--- config.mk ---
export PLATFORM = sky130hd
export DESIGN_NAME = bldc_six_step_commutator_pwm
export DESIGN_NICKNAME = d
export VERILOG_FILES = /design/src/hw/rtl/bssc_pkg.sv /design/src/hw/rtl/bssc_state.sv /design/src/hw/rtl/bldc_six_step_commutator_pwm.sv
export SDC_FILE = /design/constraint.sdc
export NUM_CORES = 1
export LEC_CHECK = 0
export BUFFER_PORTS_ARGS = -buffer_cell sky130_fd_sc_hd__buf_2
export CORE_MARGIN = 4
export CORE_UTILIZATION = 57
export DETAILED_ROUTE_END_ITERATION = 12
export GPL_TIMING_DRIVEN = 0
export PLACE_DENSITY = 0.79
export SYNTH_ARGS = -nofsm -noshare
export SYNTH_HDL_FRONTEND = slang
export SYNTH_SLANG_ARGS = --single-unit
--- constraint.sdc ---
create_clock -name clk -period 3.2 [get_ports clk]
set_clock_uncertainty 0.2 [all_clocks]
set_input_delay 0.8 -clock clk [delete_from_list [all_inputs] [get_ports clk]]
set_output_delay 0.8 -clock clk [all_outputs]
set_load 0.1 [all_outputs]
--- src/hw/rtl/bssc_pkg.sv ---
package bssc_pkg;

  // Width of the PWM range; the counter reloads to 255 minus this on overflow
  localparam int unsigned PWM_SPAN = 255;
  localparam logic [7:0] PWM_FLOOR = 8'(255 - PWM_SPAN);
  localparam logic [7:0] PWM_TOP = 8'hFF;
  localparam logic [7:0] SPAN_MAX = 8'(PWM_SPAN);

  // Gate bit positions
  localparam logic [2:0] GATE_NONE = 3'b000;
  localparam logic [2:0] GATE_A = 3'b001;
  localparam logic [2:0] GATE_B = 3'b010;
  localparam logic [2:0] GATE_C = 3'b100;

  // PWM phase codes
  localparam logic [1:0] PHASE_NONE = 2'd0;
  localparam logic [1:0] PHASE_A = 2'd1;
  localparam logic [1:0] PHASE_B = 2'd2;
  localparam logic [1:0] PHASE_C = 2'd3;

  // Commutation step codes
  localparam logic [2:0] STEP_IDLE = 3'd0;
  localparam logic [2:0] STEP_1 = 3'd1;
  localparam logic [2:0] STEP_2 = 3'd2;
  localparam logic [2:0] STEP_3 = 3'd3;
  localparam logic [2:0] STEP_4 = 3'd4;
  localparam logic [2:0] STEP_5 = 3'd5;
  localparam logic [2:0] STEP_6 = 3'd6;
  localparam logic [2:0] STEP_7 = 3'd7;

  typedef enum logic [1:0] {
    EV_TICK = 2'd0,
    EV_COMMUTATE = 2'd1,
    EV_SET_DUTY = 2'd2,
    EV_START = 2'd3
  } event_mode_t;

  // One event as held in the input stage
  typedef struct packed {
    event_mode_t mode;
    logic [7:0] duty_value;
  } event_t;

  // Gate drive and step, as shown on the result channel
  typedef struct packed {
    logic [2:0] step_now;
    logic [2:0] low_gates;
    logic [2:0] high_gates;
  } drive_t;

  function automatic logic [2:0] phase_gate(input logic [1:0] ph);
    logic [2:0] g;
    case (ph)
      PHASE_A: g = GATE_A;
      PHASE_B: g = GATE_B;
      PHASE_C: g = GATE_C;
      default: g = GATE_NONE;
    endcase
    return g;
  endfunction

endpackage

--- src/hw/rtl/bssc_state.sv ---
module bssc_state
  import bssc_pkg::*;
(
  input  logic   clk,
  input  logic   rst,
  input  logic   fire,
  input  event_t ev,
  output drive_t drive_next
);

  logic [7:0] pwm_counter, pwm_counter_next;
  logic [7:0] compare_value, compare_value_next;
  logic       pwm_enabled, pwm_enabled_next;
  logic [1:0] pwm_phase, pwm_phase_next;
  logic [2:0] comm_step, comm_step_next;
  logic [2:0] high_drive, high_drive_next;
  logic [2:0] low_drive, low_drive_next;

  // Scratch values for the event update
  logic [7:0] cnt_step;
  logic [7:0] duty_clip;
  logic [2:0] old_low, new_low;
  logic [1:0] new_phase;
  logic [2:0] old_high, new_high;
  logic       odd_step;

  // Next state for the event in the input stage
  always_comb begin
    pwm_counter_next = pwm_counter;
    compare_value_next = compare_value;
    pwm_enabled_next = pwm_enabled;
    pwm_phase_next = pwm_phase;
    comm_step_next = comm_step;
    high_drive_next = high_drive;
    low_drive_next = low_drive;
    cnt_step = (pwm_counter == PWM_TOP) ? PWM_FLOOR : pwm_counter + 8'd1;
    duty_clip = (ev.duty_value > SPAN_MAX) ? SPAN_MAX : ev.duty_value;
    odd_step = 1'b1;
    old_low = GATE_C;
    new_low = GATE_B;
    new_phase = PHASE_B;
    old_high = GATE_B;
    new_high = GATE_A;

    // Step sequence: step -> (step mod 6) + 1, and the gate moves it makes
    case (comm_step)
      STEP_IDLE, STEP_6: begin
        comm_step_next = STEP_1;
      end
      STEP_1, STEP_7: begin
        comm_step_next = STEP_2;
        odd_step = 1'b0;
        old_high = GATE_A;
        new_high = GATE_C;
      end
      STEP_2: begin
        comm_step_next = STEP_3;
        old_low = GATE_B;
        new_low = GATE_A;
        new_phase = PHASE_A;
      end
      STEP_3: begin
        comm_step_next = STEP_4;
        odd_step = 1'b0;
        old_high = GATE_C;
        new_high = GATE_B;
      end
      STEP_4: begin
        comm_step_next = STEP_5;
        old_low = GATE_A;
        new_low = GATE_C;
        new_phase = PHASE_C;
      end
      default: begin
        comm_step_next = STEP_6;
        odd_step = 1'b0;
      end
    endcase

    case (ev.mode)
      EV_TICK: begin
        comm_step_next = comm_step;
        if (pwm_enabled) begin
          pwm_counter_next = cnt_step;
          if (pwm_counter == PWM_TOP) begin
            low_drive_next = low_drive | phase_gate(pwm_phase);
          end
          if (cnt_step == compare_value) begin
            low_drive_next = GATE_NONE;
          end
        end
      end
      EV_COMMUTATE: begin
        if (odd_step) begin
          pwm_phase_next = new_phase;
          if ((low_drive & old_low) != GATE_NONE) begin
            low_drive_next = (low_drive & ~old_low) | new_low;
          end
        end else begin
          high_drive_next = (high_drive & ~old_high) | new_high;
        end
      end
      EV_SET_DUTY: begin
        comm_step_next = comm_step;
        if (ev.duty_value == 8'd0) begin
          pwm_enabled_next = 1'b0;
          compare_value_next = 8'd0;
          low_drive_next = GATE_NONE;
        end else begin
          pwm_enabled_next = 1'b1;
          compare_value_next = PWM_FLOOR + duty_clip;
        end
      end
      default: begin
        comm_step_next = comm_step;
        pwm_phase_next = PHASE_B;
        high_drive_next = high_drive | GATE_A;
      end
    endcase
  end

  // State registers update when the event moves into the result register
  always_ff @(posedge clk) begin
    if (rst) begin
      pwm_counter <= 8'd0;
      compare_value <= 8'd0;
      pwm_enabled <= 1'b0;
      pwm_phase <= PHASE_NONE;
      comm_step <= STEP_IDLE;
      high_drive <= GATE_NONE;
      low_drive <= GATE_NONE;
    end else if (fire) begin
      pwm_counter <= pwm_counter_next;
      compare_value <= compare_value_next;
      pwm_enabled <= pwm_enabled_next;
      pwm_phase <= pwm_phase_next;
      comm_step <= comm_step_next;
      high_drive <= high_drive_next;
      low_drive <= low_drive_next;
    end
  end

  assign drive_next.high_gates = high_drive_next;
  assign drive_next.low_gates = low_drive_next;
  assign drive_next.step_now = comm_step_next;

endmodule

--- src/hw/rtl/bldc_six_step_commutator_pwm.sv ---
// Channel  Dir  tdata (low bit up)                 tuser
// s_*      in   duty_value[7:0]                    mode[1:0]
// m_*      out  high_gates, low_gates, step_now    -
//
// One event per cycle sustained while m_tready stays high; each event passes the input
// register, then the result register, before its result can be taken.
// rst is synchronous: all gates off, step 0, PWM disabled, both stages empty.
// A stall on m_tready holds the result; s_tready stays high while either
// stage can move, so a new event enters while a finished result waits.
module bldc_six_step_commutator_pwm
  import bssc_pkg::*;
(
  input  logic        clk,
  input  logic        rst,
  input  logic        s_tvalid,
  output logic        s_tready,
  input  logic [7:0]  s_tdata,   // duty_value[7:0]
  input  logic [1:0]  s_tuser,   // mode[1:0]
  output logic        m_tvalid,
  input  logic        m_tready,
  output logic [15:0] m_tdata    // high_gates[2:0], low_gates[5:3], step_now[8:6], zero pad
);

  event_t in_ev;
  logic   in_valid;
  logic   fire;
  drive_t drive_next;
  drive_t out_drive;

  // Result register moves when empty or being taken
  assign fire = in_valid && (!m_tvalid || m_tready);
  assign s_tready = !in_valid || fire;

  // Input stage
  always_ff @(posedge clk) begin
    if (rst) begin
      in_valid <= 1'b0;
    end else if (s_tready) begin
      in_valid <= s_tvalid;
    end
  end

  always_ff @(posedge clk) begin
    if (s_tready && s_tvalid) begin
      in_ev.mode <= event_mode_t'(s_tuser);
      in_ev.duty_value <= s_tdata;
    end
  end

  bssc_state u_state (
    .clk        (clk),
    .rst        (rst),
    .fire       (fire),
    .ev         (in_ev),
    .drive_next (drive_next)
  );

  // Result stage
  always_ff @(posedge clk) begin
    if (rst) begin
      m_tvalid <= 1'b0;
    end else if (fire) begin
      m_tvalid <= 1'b1;
    end else if (m_tready) begin
      m_tvalid <= 1'b0;
    end
  end

  always_ff @(posedge clk) begin
    if (fire) begin
      out_drive <= drive_next;
    end
  end

  assign m_tdata = {7'd0, out_drive.step_now, out_drive.low_gates, out_drive.high_gates};

endmodule

==> results.cfg <==
[layout]
area_of_the_multi_input_gates_sq_mm = 0.001201
instances_no_fill = 361
layout.cell_area.non_filler_sq_mm = 0.002863
most-common-layout-cells = nor2_1 (40), dfxtp_1 (30), buf_2 (25)
mostFrequentLayoutCell = nor2_1
post_route_cells_drive_above_1_share = 0.1576
final_nets = 325
antenna_cells = 0
sequential_cell_area_sq_mm = 0.001171
syn2layout_area_growth_pct = 13.66
final.fill_count = 337

[yosys]
synthesis.yosys.warnings = 0
ys_types = 56
synthArstFlopShare = 0
ys_seq_area_frac = 0.4650
synth_area_sq_mm = 0.002519
synth_ff_type = dfxtp_1
number_of_register_bits_inferred_by_synthesis = 49
syn-mean-instance-area_sq_um = 9.226
synth_enable_flop_cells = 19
synthesis.instances = 273

[clocking]
cts_buffers = 5
cts_tree = done
post_cts_buffers = 0
worst_setup_hold_path_clk_slew_ns = 0.09
max-clock-path-buffers = 2
clock_sinks = 49
clock_tree.htree_level_count = 2
cell_chosen_for_the_clock_root = clkbuf_8
insertion_delay_ns = 0.30

[timing]
report.final.setup_viol = 0
slew_headroom = 0.3883
final-hold-violation-count = 0
fmax_ghz = 0.3543
setup-tns-final_ns = 0
min_period_over_period = 0.8820
worst_slew_pin_slew_ns = 0.9176
finalWorstPathRequiredPeriod_ns = 2.822
unrepaired_setup_endpoints_after_global_routing = false
final_max_tran_viols = 0
setup_ws_ns = 0.3777
hold_slack_ns = 0.3102

[power_and_ir_drop]
pwr_per_cell_area_mw_per_mm2 = 483.1
peakVddDrop_mv = 0.3896
leakagePower_uw = 0.001121

[run_status]
result_of_the_run = finished, final reports clean

[global_route]
antenna_found_initial = 0
grt_max_degree = 19
grt_pass1_wl_um = 8797
global_route.usage.total = 0.2036
first_global_vias = 1872
globalRoute.totalOverflow = 0

[floorplan]
io-pin-count = 32
die_height_um = 74.48
die_x_um = 74.48
start_util = 0.6078
fp.coreArea_sq_mm = 0.004144
floorplan.die_area_sq_mm = 0.005547
row_count = 23

[routing]
postRouteWirelength_um = 5037
final_antenna_net_count = 0
initialDrtViolationCount = 213
detailedRoute.firstPassIterationCount = 4
detail_route.drc_violations = 0
routed_wire_length_per_instance_um = 13.95
detail_route.vias_per_cell = 5.839
routed-via-count = 2108

[setup_path]
worst_path_largest_cell_delay_ns = 0.45
worstSetupStartpointType = flip-flop
crit_chain = ha_1 -> clkbuf_1 -> and4_1 -> buf_6 -> mux2i_1 -> o211ai_1 -> nor3_2 -> o32ai_1
cp_max_fo = 10
cpMaxStageDelayCell = dfxtp_1
worstPathArrival_ns = 2.66
crit_path_end_kind = flip-flop
setup.worst_path.class = flip-flop to flip-flop
worstPathRequired_ns = 3.04

[placed_design]
dp.final_hpwl_um = 3628
gp_congestion = 0.9060
numPlacedInstances = 353
pre_cts_ws_ns = 0.1796
place.port_buffers = 24
cell_area_after_placement_sq_mm = 0.002724

[hold_path]
holdCritPathClass = flip-flop to flip-flop

[run]
drv_cap = 0
where the power goes:
group	switching (uW)	internal, uW	total (uW)
Combinational	137	43.6	180
Clock	206	310	516
Sequential	15.0	672	687
Total	357	1030	1380
final timing paths:
check	from	end	slack (ns)	cells past startpoint
max	u_state.pwm_counter[1]	m_tdata[5]	0.38	8
max reg2reg	u_state.pwm_counter[1]	m_tdata[5]	0.38	8
min reg2reg	u_state.high_drive[0]	u_state.high_drive[0]	0.31	2
min	u_state.high_drive[0]	u_state.high_drive[0]	0.31	2
per-layer routing:
layer / part of all wire / vias up / GRT usage
met3: 0.097 / 12 / 0.04459
met1: 0.45 / 953 / 0.3050
met2: 0.44 / 96 / 0.2917
li1: - / 1047 / -
met4: 0.017 / 0 / 0.06522
met5: 0 / - / 0
layout make-up:
class | instances | area share
plain buffers | 24 | 0.04895
clock inverters | 3 | 0.02273
multi-input cells | 197 | 0.4196
well taps | 50 | 0.02185
flip-flops and latches | 49 | 0.4091
inverters | 9 | 0.01180
clock buffers | 5 | 0.02404
repair buffers | 24 | 0.04196
cell families after synthesis:
family | Yosys count | share of synthesized area
flip-flops | 49 | 0.4650
buffers and inverters | 33 | 0.06904
AND/OR/NAND/NOR | 97 | 0.1913
multiplexers | 15 | 0.05961
XOR/XNOR | 8 | 0.02782
adder cells (fa/ha/maj) | 1 | 0.004967
other | 1 | 0.001489
AO/OA/AOI/OAI | 69 | 0.1808
flip-flops by register name (all words and copies together), names as in the netlist:
name,flops
u_state.low_drive,3
u_state.pwm_phase,2
m_tvalid,1
u_state.pwm_counter,8
u_state.high_drive,3
in_valid,1
in_ev,10
u_state.compare_value,8
m_tdata,9
u_state.pwm_enabled,1
u_state.comm_step,3
Yosys cell counts (2+ instances only):
library cell / number / share of area
mux2i_1: 15 / 0.060
clkbuf_1: 12 / 0.018
buf_4: 9 / 0.027
o31ai_1: 4 / 0.012
a311oi_1: 2 / 0.0070
nand3_1: 6 / 0.012
nor3_1: 7 / 0.014
a221oi_1: 2 / 0.0070
nand4_1: 3 / 0.0075
o21ai_0: 13 / 0.026
nor4_1: 2 / 0.0050
a21boi_0: 2 / 0.0060
nand2b_1: 5 / 0.012
xnor2_1: 6 / 0.021
o211ai_1: 3 / 0.0089
nor2_1: 40 / 0.060
dfxtp_1: 30 / 0.24
a21oi_1: 18 / 0.036
nand2_1: 15 / 0.022
buf_6: 2 / 0.0089
xor2_1: 2 / 0.0070
a211oi_1: 2 / 0.0060
or4_1: 2 / 0.0060
nor2b_1: 4 / 0.0099
a22oi_1: 2 / 0.0060
a31oi_1: 3 / 0.0075
inv_1: 9 / 0.013
and2_1: 2 / 0.0050
or3_1: 3 / 0.0075
o22ai_1: 2 / 0.0050
o21a_1: 2 / 0.0060
a2bb2oi_1: 2 / 0.0070
edfxtp_1: 19 / 0.23
metrics by stage:
| stage | utilization | total power (uW) |
|---|---|---|
| 2_1_floorplan | - | 847.3 |
| 3_3_place_gp | 0.6573 | 876.4 |
| 3_5_place_dp | 0.6573 | 880.1 |
| 4_1_cts | 0.6896 | 1391 |
| 5_1_grt | 0.6908 | 1435 |
| 6_report | 0.6908 | 1383 |
critical path: cells and delay by family, from the launching register on:
family | cells | cell delay [ns]
buffers and inverters | 2 | 0.55
AND/OR/NAND/NOR | 2 | 0.68
flip-flops | 1 | 0.45
adder cells (fa/ha/maj) | 1 | 0.18
AO/OA/AOI/OAI | 2 | 0.31
multiplexers | 1 | 0.18
repair_timing:
item / 4_1_cts / 5_1_grt
endpoints found under the setup margin: 0 / 1
hold buffers: 0 / 0
resized for setup: 0 / 1
No activity file was read; power rests on OpenSTA's default activity.
